`config.mk`:
```
export PLATFORM = sky130hd
export DESIGN_NAME = lead_in_drift_sync_clock_unit_flat
export DESIGN_NICKNAME = d
export VERILOG_FILES = /design/src/design/ldsc_pkg.sv /design/src/design/ldsc_channels.sv /design/src/design/ldsc_ctrl.sv /design/src/design/ldsc_datapath.sv /design/src/design/lead_in_drift_sync_clock_unit.sv /design/src/flat_wrapper.sv
export SDC_FILE = /design/constraint.sdc
export NUM_CORES = 2
export LEC_CHECK = 0
export BUFFER_PORTS_ARGS = -buffer_cell sky130_fd_sc_hd__buf_2
export CORE_MARGIN = 1.5
export CORE_UTILIZATION = 40
export DETAILED_ROUTE_END_ITERATION = 10
export SETUP_SLACK_MARGIN = 0.3
export SYNTH_ARGS = -nofsm -noshare
export SYNTH_HDL_FRONTEND = slang
export SYNTH_HIERARCHICAL = 1
export SYNTH_SLANG_ARGS = --single-unit
```
`constraint.sdc`:
```
create_clock -name clk -period 20.5 [get_ports clk]
set_input_delay 3.075 -clock clk [delete_from_list [all_inputs] [get_ports clk]]
set_output_delay 3.075 -clock clk [all_outputs]
set_load 0.02 [all_outputs]
```
`src/design/ldsc_pkg.sv`:
```
// Shared types, constants and table builder for the lead-in drift sync clock.
package ldsc_pkg;

  localparam int DECAY_TABLE_BITS_DEF = 6;
  localparam int CFG_DATA_W = 32;
  localparam int CFG_IDX_W = 3;
  localparam logic [23:0] LEAD_MIN_UNITS = 24'd512000;
  localparam int DIV_STEPS = 34;

  typedef enum logic [1:0] {
    CMD_START = 2'd0,
    CMD_STOP  = 2'd1,
    CMD_TICK  = 2'd2
  } cmd_t;

  typedef enum logic [2:0] {
    REG_LEAD_IN   = 3'd0,
    REG_FIRST_OBJ = 3'd1,
    REG_GLOBAL    = 3'd2,
    REG_LOCAL     = 3'd3,
    REG_MAX_FRAME = 3'd4,
    REG_MAX_ERROR = 3'd5,
    REG_HALVING   = 3'd6
  } reg_idx_t;

  typedef enum logic [2:0] {
    S_IDLE,
    S_PREP,
    S_DIV,
    S_MUL,
    S_COMMIT
  } state_t;

  typedef struct packed {
    logic load;
    logic prep;
    logic div_step;
    logic mul;
    logic commit;
  } ctrl_cmd_t;

  typedef struct packed {
    logic need_div;
    logic div_done;
    logic out_free;
  } ctrl_stat_t;

  // Q16 value of 2^-(idx / 2^bits), built with integer square roots.
  function automatic logic [16:0] decay_entry(input int bits, input int idx);
    logic [63:0] s;
    logic [63:0] t;
    logic [63:0] v;
    logic [63:0] res;
    logic [63:0] bt;
    logic [63:0] e;
    s = 64'd1 << 29;
    for (int i = 0; i < bits; i++) begin
      v = s << 30;
      res = 64'd0;
      bt = 64'd1 << 62;
      while (bt > v) bt = bt >> 2;
      while (bt != 64'd0) begin
        if (v >= res + bt) begin
          v = v - (res + bt);
          res = (res >> 1) + bt;
        end else begin
          res = res >> 1;
        end
        bt = bt >> 2;
      end
      s = res;
    end
    t = 64'd1 << 30;
    for (int j = 1; j <= idx; j++) t = (t * s + (64'd1 << 29)) >> 30;
    e = (t + (64'd1 << 13)) >> 14;
    return e[16:0];
  endfunction

endpackage

```
`src/design/ldsc_channels.sv`:
```
// Channel interfaces: input items, result items and configuration writes.
interface ldsc_in_if;
  logic        valid;
  logic        ready;
  logic [1:0]  command;
  logic [17:0] elapsed;
  modport source (output valid, output command, output elapsed, input ready);
  modport sink (input valid, input command, input elapsed, output ready);
endinterface

interface ldsc_out_if;
  logic               valid;
  logic               ready;
  logic signed [31:0] clock_time;
  logic               audio_start;
  logic               is_running;
  logic               audio_phase;
  logic [31:0]        audio_elapsed;
  modport source (output valid, output clock_time, output audio_start, output is_running,
                  output audio_phase, output audio_elapsed, input ready);
  modport sink (input valid, input clock_time, input audio_start, input is_running,
                input audio_phase, input audio_elapsed, output ready);
endinterface

interface ldsc_cfg_if;
  logic                             valid;
  logic                             ready;
  logic [ldsc_pkg::CFG_IDX_W-1:0]   index;
  logic [ldsc_pkg::CFG_DATA_W-1:0]  data;
  modport source (output valid, output index, output data, input ready);
  modport sink (input valid, input index, input data, output ready);
endinterface

```
`src/design/ldsc_ctrl.sv`:
```
// Controller state machine sequencing prep, divide, multiply and commit.
module ldsc_ctrl (
  input  logic                   clk,
  input  logic                   rst_n,
  input  logic                   in_valid,
  output logic                   in_ready,
  input  ldsc_pkg::ctrl_stat_t   stat,
  output ldsc_pkg::ctrl_cmd_t    cmd
);

  ldsc_pkg::state_t state_r, state_nxt;

  always_ff @(posedge clk) begin
    if (!rst_n) begin
      state_r <= ldsc_pkg::S_IDLE;
    end else begin
      state_r <= state_nxt;
    end
  end

  always_comb begin
    state_nxt = state_r;
    unique case (state_r)
      ldsc_pkg::S_IDLE: begin
        if (in_valid && rst_n) state_nxt = ldsc_pkg::S_PREP;
      end
      ldsc_pkg::S_PREP: begin
        state_nxt = stat.need_div ? ldsc_pkg::S_DIV : ldsc_pkg::S_COMMIT;
      end
      ldsc_pkg::S_DIV: begin
        if (stat.div_done) state_nxt = ldsc_pkg::S_MUL;
      end
      ldsc_pkg::S_MUL: begin
        state_nxt = ldsc_pkg::S_COMMIT;
      end
      ldsc_pkg::S_COMMIT: begin
        if (stat.out_free) state_nxt = ldsc_pkg::S_IDLE;
      end
      default: state_nxt = ldsc_pkg::S_IDLE;
    endcase
  end

  always_comb begin
    cmd = '0;
    in_ready = 1'b0;
    unique case (state_r)
      ldsc_pkg::S_IDLE: begin
        in_ready = rst_n;
        cmd.load = in_valid && rst_n;
      end
      ldsc_pkg::S_PREP:   cmd.prep = 1'b1;
      ldsc_pkg::S_DIV:    cmd.div_step = 1'b1;
      ldsc_pkg::S_MUL:    cmd.mul = 1'b1;
      ldsc_pkg::S_COMMIT: cmd.commit = stat.out_free;
      default: cmd = '0;
    endcase
  end

endmodule

```
`src/design/ldsc_datapath.sv`:
```
// Datapath: config registers, clock state, serial divider, decay multiply, result register.
module ldsc_datapath #(
  parameter int DECAY_TABLE_BITS = ldsc_pkg::DECAY_TABLE_BITS_DEF
) (
  input  logic                            clk,
  input  logic                            rst_n,
  input  ldsc_pkg::ctrl_cmd_t             cmd,
  output ldsc_pkg::ctrl_stat_t            stat,
  input  logic [1:0]                      in_command,
  input  logic [17:0]                     in_elapsed,
  input  logic                            cfg_valid,
  input  logic [ldsc_pkg::CFG_IDX_W-1:0]  cfg_index,
  input  logic [ldsc_pkg::CFG_DATA_W-1:0] cfg_data,
  output logic                            out_valid,
  input  logic                            out_ready,
  output logic signed [31:0]              out_clock_time,
  output logic                            out_audio_start,
  output logic                            out_is_running,
  output logic                            out_audio_phase,
  output logic [31:0]                     out_audio_elapsed
);

  localparam int TSIZE = 1 << DECAY_TABLE_BITS;

  function automatic logic signed [31:0] sat32(input logic signed [39:0] v);
    if (v > 40'sd2147483647) return 32'h7fffffff;
    if (v < -40'sd2147483648) return 32'h80000000;
    return v[31:0];
  endfunction

  // Config registers
  logic [23:0]        lead_in_r;
  logic [29:0]        first_obj_r;
  logic signed [20:0] global_off_r;
  logic signed [20:0] local_off_r;
  logic [17:0]        max_frame_r;
  logic [23:0]        max_error_r;
  logic [19:0]        halving_span_r;

  always_ff @(posedge clk) begin
    if (!rst_n) begin
      lead_in_r      <= '0;
      first_obj_r    <= '0;
      global_off_r   <= '0;
      local_off_r    <= '0;
      max_frame_r    <= 18'd25600;
      max_error_r    <= 24'd51200;
      halving_span_r <= 20'd12800;
    end else if (cfg_valid) begin
      case (cfg_index)
        ldsc_pkg::REG_LEAD_IN:   lead_in_r      <= cfg_data[23:0];
        ldsc_pkg::REG_FIRST_OBJ: first_obj_r    <= cfg_data[29:0];
        ldsc_pkg::REG_GLOBAL:    global_off_r   <= cfg_data[20:0];
        ldsc_pkg::REG_LOCAL:     local_off_r    <= cfg_data[20:0];
        ldsc_pkg::REG_MAX_FRAME: max_frame_r    <= cfg_data[17:0];
        ldsc_pkg::REG_MAX_ERROR: max_error_r    <= cfg_data[23:0];
        ldsc_pkg::REG_HALVING:   halving_span_r <= cfg_data[19:0];
        default: ;
      endcase
    end
  end

  // Decay table
  logic [16:0] table_w [TSIZE];
  for (genvar gi = 0; gi < TSIZE; gi++) begin : g_tab
    localparam logic [16:0] ENTRY = ldsc_pkg::decay_entry(DECAY_TABLE_BITS, gi);
    assign table_w[gi] = ENTRY;
  end

  // Clock state
  logic               running_r, tracking_r;
  logic signed [31:0] game_r;
  logic [31:0]        wall_r, asw_r;

  // Captured transaction and prep results
  logic [1:0]         cmd_r;
  logic [17:0]        el_r;
  logic [31:0]        wall_n_r;
  logic               g_nonneg_r;
  logic signed [31:0] g_r;
  logic signed [33:0] target_r;
  logic signed [34:0] diff_r;
  logic               snap_r;

  // Prep arithmetic
  logic [17:0]        dt_c;
  logic [32:0]        wall_sum_c;
  logic [31:0]        wall_n_c;
  logic signed [32:0] g_c;
  logic [31:0]        pos_c;
  logic signed [21:0] off_c;
  logic signed [33:0] target_c;
  logic signed [33:0] interp_c;
  logic signed [34:0] diff_c;
  logic [34:0]        err_c;
  logic               snap_c;

  always_comb begin
    dt_c       = (el_r < max_frame_r) ? el_r : max_frame_r;
    wall_sum_c = {1'b0, wall_r} + {15'd0, dt_c};
    wall_n_c   = wall_sum_c[32] ? 32'hffffffff : wall_sum_c[31:0];
    g_c        = {game_r[31], game_r} + $signed({15'd0, dt_c});
    pos_c      = wall_n_c - asw_r;
    off_c      = {global_off_r[20], global_off_r} + {local_off_r[20], local_off_r};
    target_c   = $signed({2'b00, pos_c}) - {{12{off_c[21]}}, off_c};
    interp_c   = {{2{game_r[31]}}, game_r} + $signed({16'd0, dt_c});
    diff_c     = {interp_c[33], interp_c} - {target_c[33], target_c};
    err_c      = diff_c[34] ? 35'(-diff_c) : 35'(diff_c);
    snap_c     = err_c > {11'd0, max_error_r};
  end

  always_ff @(posedge clk) begin
    if (cmd.load) begin
      cmd_r <= in_command;
      el_r  <= in_elapsed;
    end
    if (cmd.prep) begin
      wall_n_r   <= wall_n_c;
      g_nonneg_r <= !g_c[32];
      g_r        <= g_c[31:0];
      target_r   <= target_c;
      diff_r     <= diff_c;
      snap_r     <= snap_c;
    end
  end

  // Serial restoring divider: (dt << 16) / halving span, one quotient bit a cycle
  logic [33:0] quo_r;
  logic [19:0] rem_r;
  logic [5:0]  cnt_r;
  logic [20:0] rem_sh;
  logic [20:0] hl_ext;
  logic        q_bit;
  logic [20:0] rem_dif;

  always_comb begin
    hl_ext  = {1'b0, (halving_span_r == 20'd0) ? 20'd1 : halving_span_r};
    rem_sh  = {rem_r, quo_r[33]};
    q_bit   = rem_sh >= hl_ext;
    rem_dif = rem_sh - hl_ext;
  end

  always_ff @(posedge clk) begin
    if (cmd.prep) begin
      quo_r <= {dt_c, 16'd0};
      rem_r <= '0;
      cnt_r <= '0;
    end else if (cmd.div_step) begin
      rem_r <= q_bit ? rem_dif[19:0] : rem_sh[19:0];
      quo_r <= {quo_r[32:0], q_bit};
      cnt_r <= cnt_r + 6'd1;
    end
  end

  // Decay factor and multiply
  logic [17:0]        n_c;
  logic [DECAY_TABLE_BITS-1:0] idx_c;
  logic [16:0]        factor_c;
  logic signed [52:0] prod_r;

  always_comb begin
    n_c      = quo_r[33:16];
    idx_c    = quo_r[15 -: DECAY_TABLE_BITS];
    factor_c = (n_c >= 18'd32) ? 17'd0 : (table_w[idx_c] >> n_c[4:0]);
  end

  always_ff @(posedge clk) begin
    if (cmd.mul) prod_r <= diff_r * $signed({1'b0, factor_c});
  end

  // Commit: next state and result
  logic signed [36:0] shifted_c;
  logic signed [37:0] decay_sum_c;
  logic [24:0]        lead_c;
  logic signed [30:0] st_c;
  logic               run_nxt, track_nxt, pulse_nxt;
  logic signed [31:0] game_nxt;
  logic [31:0]        wall_nxt, asw_nxt;

  always_comb begin
    shifted_c   = 37'(prod_r >>> 16);
    decay_sum_c = {{4{target_r[33]}}, target_r} + {shifted_c[36], shifted_c};
    lead_c      = {1'b0, (lead_in_r > ldsc_pkg::LEAD_MIN_UNITS) ? lead_in_r
                                                                 : ldsc_pkg::LEAD_MIN_UNITS};
    st_c        = $signed({1'b0, first_obj_r}) - $signed({6'd0, lead_c});
    run_nxt   = running_r;
    track_nxt = tracking_r;
    pulse_nxt = 1'b0;
    game_nxt  = game_r;
    wall_nxt  = wall_r;
    asw_nxt   = asw_r;
    case (cmd_r)
      ldsc_pkg::CMD_START: begin
        game_nxt  = st_c[30] ? {st_c[30], st_c} : 32'sd0;
        wall_nxt  = '0;
        track_nxt = 1'b0;
        run_nxt   = 1'b1;
      end
      ldsc_pkg::CMD_STOP: begin
        run_nxt   = 1'b0;
        track_nxt = 1'b0;
      end
      ldsc_pkg::CMD_TICK: begin
        if (running_r) begin
          wall_nxt = wall_n_r;
          if (!tracking_r) begin
            if (g_nonneg_r) begin
              track_nxt = 1'b1;
              asw_nxt   = wall_n_r;
              game_nxt  = 32'sd0;
              pulse_nxt = 1'b1;
            end else begin
              game_nxt = g_r;
            end
          end else if (snap_r) begin
            game_nxt = sat32({{6{target_r[33]}}, target_r});
          end else begin
            game_nxt = sat32({{2{decay_sum_c[37]}}, decay_sum_c});
          end
        end
      end
      default: ;
    endcase
  end

  logic               out_valid_r;
  logic signed [31:0] out_time_r;
  logic               out_pulse_r, out_run_r, out_track_r;
  logic [31:0]        out_pos_r;

  always_ff @(posedge clk) begin
    if (!rst_n) begin
      running_r   <= 1'b0;
      tracking_r  <= 1'b0;
      game_r      <= '0;
      wall_r      <= '0;
      asw_r       <= '0;
      out_valid_r <= 1'b0;
    end else begin
      if (cmd.commit) begin
        running_r   <= run_nxt;
        tracking_r  <= track_nxt;
        game_r      <= game_nxt;
        wall_r      <= wall_nxt;
        asw_r       <= asw_nxt;
        out_valid_r <= 1'b1;
      end else if (out_ready) begin
        out_valid_r <= 1'b0;
      end
    end
  end

  always_ff @(posedge clk) begin
    if (cmd.commit) begin
      out_time_r  <= game_nxt;
      out_pulse_r <= pulse_nxt;
      out_run_r   <= run_nxt;
      out_track_r <= track_nxt;
      out_pos_r   <= track_nxt ? (wall_nxt - asw_nxt) : 32'd0;
    end
  end

  assign stat.need_div = (cmd_r == ldsc_pkg::CMD_TICK) && running_r && tracking_r && !snap_c;
  assign stat.div_done = cnt_r == 6'(ldsc_pkg::DIV_STEPS - 1);
  assign stat.out_free = !out_valid_r || out_ready;

  assign out_valid         = out_valid_r;
  assign out_clock_time    = out_time_r;
  assign out_audio_start   = out_pulse_r;
  assign out_is_running    = out_run_r;
  assign out_audio_phase   = out_track_r;
  assign out_audio_elapsed = out_pos_r;

endmodule

```
`src/design/lead_in_drift_sync_clock_unit.sv`:
```
// Start, stop, lead-in and snap ticks (and ticks while stopped) go through prep and commit.
// Decaying ticks add, between prep and commit, a 34-step serial divider (one quotient bit
// per cycle) for dt over the halving span, then a multiply step. One item is in flight at
// a time; the result register lets the next item be taken while a result waits.
// Reset (rst_n low, synchronous) stops the clock, zeroes all time state and loads config
// defaults; there is no clearing pass.
module lead_in_drift_sync_clock_unit #(
  parameter int DECAY_TABLE_BITS = ldsc_pkg::DECAY_TABLE_BITS_DEF
) (
  input logic       clk,
  input logic       rst_n,
  ldsc_in_if.sink   in_ch,
  ldsc_out_if.source out_ch,
  ldsc_cfg_if.sink  cfg_ch
);

  ldsc_pkg::ctrl_cmd_t  cmd;
  ldsc_pkg::ctrl_stat_t stat;

  assign cfg_ch.ready = 1'b1;

  ldsc_ctrl u_ctrl (
    .clk      (clk),
    .rst_n    (rst_n),
    .in_valid (in_ch.valid),
    .in_ready (in_ch.ready),
    .stat     (stat),
    .cmd      (cmd)
  );

  ldsc_datapath #(
    .DECAY_TABLE_BITS (DECAY_TABLE_BITS)
  ) u_dp (
    .clk               (clk),
    .rst_n             (rst_n),
    .cmd               (cmd),
    .stat              (stat),
    .in_command        (in_ch.command),
    .in_elapsed        (in_ch.elapsed),
    .cfg_valid         (cfg_ch.valid),
    .cfg_index         (cfg_ch.index),
    .cfg_data          (cfg_ch.data),
    .out_valid         (out_ch.valid),
    .out_ready         (out_ch.ready),
    .out_clock_time    (out_ch.clock_time),
    .out_audio_start   (out_ch.audio_start),
    .out_is_running    (out_ch.is_running),
    .out_audio_phase   (out_ch.audio_phase),
    .out_audio_elapsed (out_ch.audio_elapsed)
  );

`ifndef ASSERT_OFF
  a_busy_after_accept: assert property (@(posedge clk) disable iff (!rst_n)
    in_ch.valid && in_ch.ready |=> !in_ch.ready)
    else $error("input taken twice in a row");

  a_pulse_at_zero: assert property (@(posedge clk) disable iff (!rst_n)
    out_ch.valid && out_ch.audio_start |-> out_ch.audio_phase && out_ch.clock_time == 0)
    else $error("audio start without zero clock in tracking phase");

  a_pos_before_start: assert property (@(posedge clk) disable iff (!rst_n)
    out_ch.valid && !out_ch.audio_phase |-> out_ch.audio_elapsed == 0)
    else $error("audio elapsed time nonzero before tracking");

  a_phase_needs_run: assert property (@(posedge clk) disable iff (!rst_n)
    out_ch.valid && out_ch.audio_phase |-> out_ch.is_running)
    else $error("tracking while stopped");
`endif

endmodule
```
`src/flat_wrapper.sv`:
```
// flat-port wrapper written by rule: the top's interface ports become plain ports
module lead_in_drift_sync_clock_unit_flat 
#(
  parameter int DECAY_TABLE_BITS = ldsc_pkg::DECAY_TABLE_BITS_DEF
)
  (clk, rst_n, in_ch_valid, in_ch_command, in_ch_elapsed, in_ch_ready, out_ch_valid, out_ch_clock_time, out_ch_audio_start, out_ch_is_running, out_ch_audio_phase, out_ch_audio_elapsed, out_ch_ready, cfg_ch_valid, cfg_ch_index, cfg_ch_data, cfg_ch_ready);
  ldsc_in_if in_ch_i ();
  ldsc_out_if out_ch_i ();
  ldsc_cfg_if cfg_ch_i ();
  input logic clk;
  input logic rst_n;
  input wire logic [$bits(in_ch_i.valid)-1:0] in_ch_valid;
  input wire logic [$bits(in_ch_i.command)-1:0] in_ch_command;
  input wire logic [$bits(in_ch_i.elapsed)-1:0] in_ch_elapsed;
  output wire logic [$bits(in_ch_i.ready)-1:0] in_ch_ready;
  output wire logic [$bits(out_ch_i.valid)-1:0] out_ch_valid;
  output wire logic [$bits(out_ch_i.clock_time)-1:0] out_ch_clock_time;
  output wire logic [$bits(out_ch_i.audio_start)-1:0] out_ch_audio_start;
  output wire logic [$bits(out_ch_i.is_running)-1:0] out_ch_is_running;
  output wire logic [$bits(out_ch_i.audio_phase)-1:0] out_ch_audio_phase;
  output wire logic [$bits(out_ch_i.audio_elapsed)-1:0] out_ch_audio_elapsed;
  input wire logic [$bits(out_ch_i.ready)-1:0] out_ch_ready;
  input wire logic [$bits(cfg_ch_i.valid)-1:0] cfg_ch_valid;
  input wire logic [$bits(cfg_ch_i.index)-1:0] cfg_ch_index;
  input wire logic [$bits(cfg_ch_i.data)-1:0] cfg_ch_data;
  output wire logic [$bits(cfg_ch_i.ready)-1:0] cfg_ch_ready;
  assign in_ch_i.valid = in_ch_valid;
  assign in_ch_i.command = in_ch_command;
  assign in_ch_i.elapsed = in_ch_elapsed;
  assign in_ch_ready = in_ch_i.ready;
  assign out_ch_valid = out_ch_i.valid;
  assign out_ch_clock_time = out_ch_i.clock_time;
  assign out_ch_audio_start = out_ch_i.audio_start;
  assign out_ch_is_running = out_ch_i.is_running;
  assign out_ch_audio_phase = out_ch_i.audio_phase;
  assign out_ch_audio_elapsed = out_ch_i.audio_elapsed;
  assign out_ch_i.ready = out_ch_ready;
  assign cfg_ch_i.valid = cfg_ch_valid;
  assign cfg_ch_i.index = cfg_ch_index;
  assign cfg_ch_i.data = cfg_ch_data;
  assign cfg_ch_ready = cfg_ch_i.ready;
  lead_in_drift_sync_clock_unit #(.DECAY_TABLE_BITS(DECAY_TABLE_BITS)) u_core (.clk(clk), .rst_n(rst_n), .in_ch(in_ch_i), .out_ch(out_ch_i), .cfg_ch(cfg_ch_i));
endmodule
```
==> out/qor.yml <==
sta:
  worst_slew_pin_slew_ps: 1278
  fmax_ghz: 0.05420
  finalSetupViolations: 0
  hold_viol_final: 0
  skew_ps: 79.91
  fin_crit_sh_pct: 90.00
  max_slew_margin_pct: 14.77
  period_needed_ps: 18450
  fin_tns_setup_ps: 0
  slew_violations: 0
  rsz0062_at_grt: "false"
detailed_routing:
  vias_per_cell: 5.505
  drt_iter0_drc: 3690
  num_vias: 48557
  postRouteAntennaNets: 0
  drc_errors: 0
  drt-pass1-iter-count: 6
  wirelength_microns: 181600
  wire_per_inst_microns: 20.59
setup_path:
  path_class: "reg2reg"
  worstRegToRegCells: 79
  crit_end: "u_core/u_ctrl/state_r[2]"
  crit_path_end_kind: "flop"
  path_max_fanout: 12
  required_ps: 21100
  cp-start-kind: "flop"
  crit_slowest_cell: "or3_1"
  slowest_delay_ps: 620
  ff2ff_setup_slack_ps: 2050
  cp_common_cell: "o21ai_0"
  reg2reg_to: "u_core/u_ctrl/state_r[2]"
  timing.rr.start: "u_core/u_dp/max_frame_r[1]"
  worstPathArrival_ps: 19050
  startpoint: "u_core/u_dp/max_frame_r[1]"
synthesis:
  async_flop_share_pct: 0
  yosys.area.top_type: "fa_1"
  syn_inst: 6795
  yosysMostFrequentCell: "nand2_1"
  synth_nets: 7915
  synth_area_leaders: "fa_1 21%, edfxtp_1 14%, dfxtp_1 10%, ha_1 9.1%, nand2_1 5.5%"
  yosysWarnings: 6
  synth_cell_types: 113
  ys_top_cells_by_count: "880 x nand2_1, 866 x inv_1, 622 x fa_1"
  synth_area_sq_um: 60110
  synth_seq_cells: 579
  synth_ff_type: "dfxtp_1"
  syn_area_per_cell_sq_um: 8.846
  seq_area_frac_synth_pct: 23.90
  synth_edf_count: 277
  yosys.area.top_type_share_pct: 20.72
cells_and_area:
  syn_to_final_growth_pct: 8.158
  final_util_pct: 43.51
  drive_gt1_share_pct: 6.500
  multi_input_area_sq_um: 41440
  fillCellCount: 14679
  nNetsFinal: 7869
  seqCellArea_sq_um: 14370
global_routing:
  grt_max_degree: 93
  grt_pass1_wl_microns: 283800
  antenna_found_initial: 3
  overflow: 0
  grt_pass1_vias: 48368
  grtUsageTotal_pct: 23.79
clock_tree:
  numCtsBuffers: 60
  path_clk_slew_ps: 60
  cts_resized: 0
  clock_sinks: 579
  cts_tree: "yes"
  htree_levels: 2
  post_cts_buffers: 0
  clock_latency_ps: 710
  cts_root_buffer: "clkbuf_16"
  cts_buffer_depth: 3
  postCtsHoldBufs: 0
run_status:
  outcome: "finished clean"
floorplan:
  dieArea_sq_um: 152600
  die-width_microns: 390.6
  placementRows: 142
  ios: 130
  start_util_pct: 40.23
  dieHeight_microns: 390.6
  coreArea_sq_um: 149400
placement:
  port_buffers: 126
  routabilityCongestion: 0.9765
  dpl.hpwl_microns: 139700
run:
  maxCapViolCount: 0
power:
  vdd_ir_drop_max_uv: 146.7
  pwr_density_cell_nw_per_um2: 117.6
  power.leakage_nw: 26.94
worst_hold_path:
  min_path_type: "reg2reg"
-- cell families (layout without fill, tap and decap cells) --
kind of cell / count (synthesis) / in the layout / share of synthesized area, %
xor+xnor: 272 / 272 / 3.976
other cells: 1 / 5 / 0.006239
fa+ha+maj: 1060 / 1060 / 29.83
flops: 579 / 579 / 23.90
mux: 159 / 159 / 2.823
simple gates: 2151 / 2151 / 16.82
compound gates: 1397 / 1397 / 15.22
buf+inv: 1176 / 1181 / 7.427
-- how the worst min path moves through the flow --
stage / start / endpoint / slack, ps / cells after the start
after global placement: u_core/u_dp/local_off_r[3] / u_core/u_dp/local_off_r[3] / 440 / 2
final: u_core/u_dp/first_obj_r[24] / u_core/u_dp/first_obj_r[24] / 460 / 2
after global routing: u_core/u_dp/global_off_r[3] / u_core/u_dp/global_off_r[3] / 470 / 2
after detailed placement: u_core/u_dp/global_off_r[3] / u_core/u_dp/global_off_r[3] / 450 / 2
after floorplan: u_core/u_dp/first_obj_r[27] / u_core/u_dp/first_obj_r[27] / 440 / 2
after CTS: u_core/u_dp/local_off_r[17] / u_core/u_dp/local_off_r[17] / 460 / 2
-- state kept, by name (all words and copies together) (netlist names), 18 cells and up --
signal / flops
u_core/u_dp/local_off_r: 21
u_core/u_dp/global_off_r: 21
u_core/u_dp/diff_r: 35
u_core/u_dp/max_error_r: 24
u_core/u_dp/el_r: 18
u_core/u_dp/wall_n_r: 32
u_core/u_dp/halving_span_r: 20
u_core/u_dp/max_frame_r: 18
u_core/u_dp/g_r: 32
u_core/u_dp/prod_r: 37
u_core/u_dp/target_r: 34
u_core/u_dp/game_r: 32
u_core/u_dp/first_obj_r: 30
u_core/u_dp/wall_r: 32
u_core/u_dp/rem_r: 20
u_core/u_dp/out_audio_elapsed: 32
u_core/u_dp/quo_r: 34
u_core/u_dp/out_clock_time: 32
u_core/u_dp/lead_in_r: 24
u_core/u_dp/asw_r: 32
-- layout make-up --
type                            count  area share [%]
Multi-Input combinational cell   5040           63.74
Sequential cell                   579           22.10
Inverter                          870           5.031
Tap cell                         2016           3.880
Clock buffer                       65           2.419
Timing Repair Buffer              198           1.801
Clock inverter                     48           1.018
Antenna cell                        4         0.01540
-- power by group --
| part | switching (mW) | internal [mW] |
|---|---|---|
| Sequential | 0.267 | 1.48 |
| Clock | 0.539 | 0.716 |
| Combinational | 2.93 | 1.72 |
| Total | 3.74 | 3.91 |
-- critical path: cells and delay by family, from the launching register on --
family | cells | cell delay (ps)
mux | 2 | 670
xor+xnor | 2 | 790
compound gates | 43 | 9060
fa+ha+maj | 10 | 3480
flops | 1 | 360
buf+inv | 5 | 770
simple gates | 17 | 3170
-- routing by layer --
| metal | routed length (microns) | track usage [%] | vias up | part of all wire [%] |
|---|---|---|---|---|
| met5 | 0 | 0 | - | 0 |
| met3 | 13290 | 3.862 | 230 | 7.3 |
| met2 | 81050 | 37.37 | 1604 | 45 |
| met1 | 82260 | 33.81 | 24007 | 45 |
| li1 | - | - | 22716 | - |
| met4 | 4984 | 6.403 | 0 | 2.7 |
-- through the flow --
step	total power, mW	hold WS [ps]	std cells	setup WS [ps]	cell area [sq um]
floorplan	5.006	436.0	6795	4749	60110
global placement	6.298	441.7	8703	2208	62770
detailed placement	6.321	446.5	8703	2173	62770
CTS	7.612	456.1	8816	2086	65000
global route	8.178	467.7	8816	999.5	65000
finish	7.649	455.5	8820	2051	65010
-- placed cells by master, fill, tap and decap left out, drive strengths merged, types with 17 or more instances in the layout --
| master | instances |
|---|---|
| buf | 198 |
| edfxtp | 277 |
| nand3 | 91 |
| a21boi | 19 |
| mux2i | 120 |
| fa | 622 |
| a22o | 54 |
| o21bai | 29 |
| xnor2 | 176 |
| a211o | 17 |
| or2 | 19 |
| mux2 | 34 |
| nor3 | 104 |
| ha | 438 |
| nor2b | 57 |
| nor2 | 429 |
| o21a | 63 |
| a31oi | 44 |
| nand4 | 44 |
| nand2 | 880 |
| a211oi | 110 |
| nor4 | 28 |
| a21o | 128 |
| inv | 874 |
| xor2 | 96 |
| clkinv | 24 |
| o21ai | 230 |
| a21oi | 459 |
| o211ai | 43 |
| o31ai | 27 |
| nand2b | 46 |
| dfxtp | 302 |
| or3 | 30 |
| and3 | 42 |
| and2 | 336 |
| clkbuf | 65 |
No activity file was read; power rests on OpenSTA's default activity.
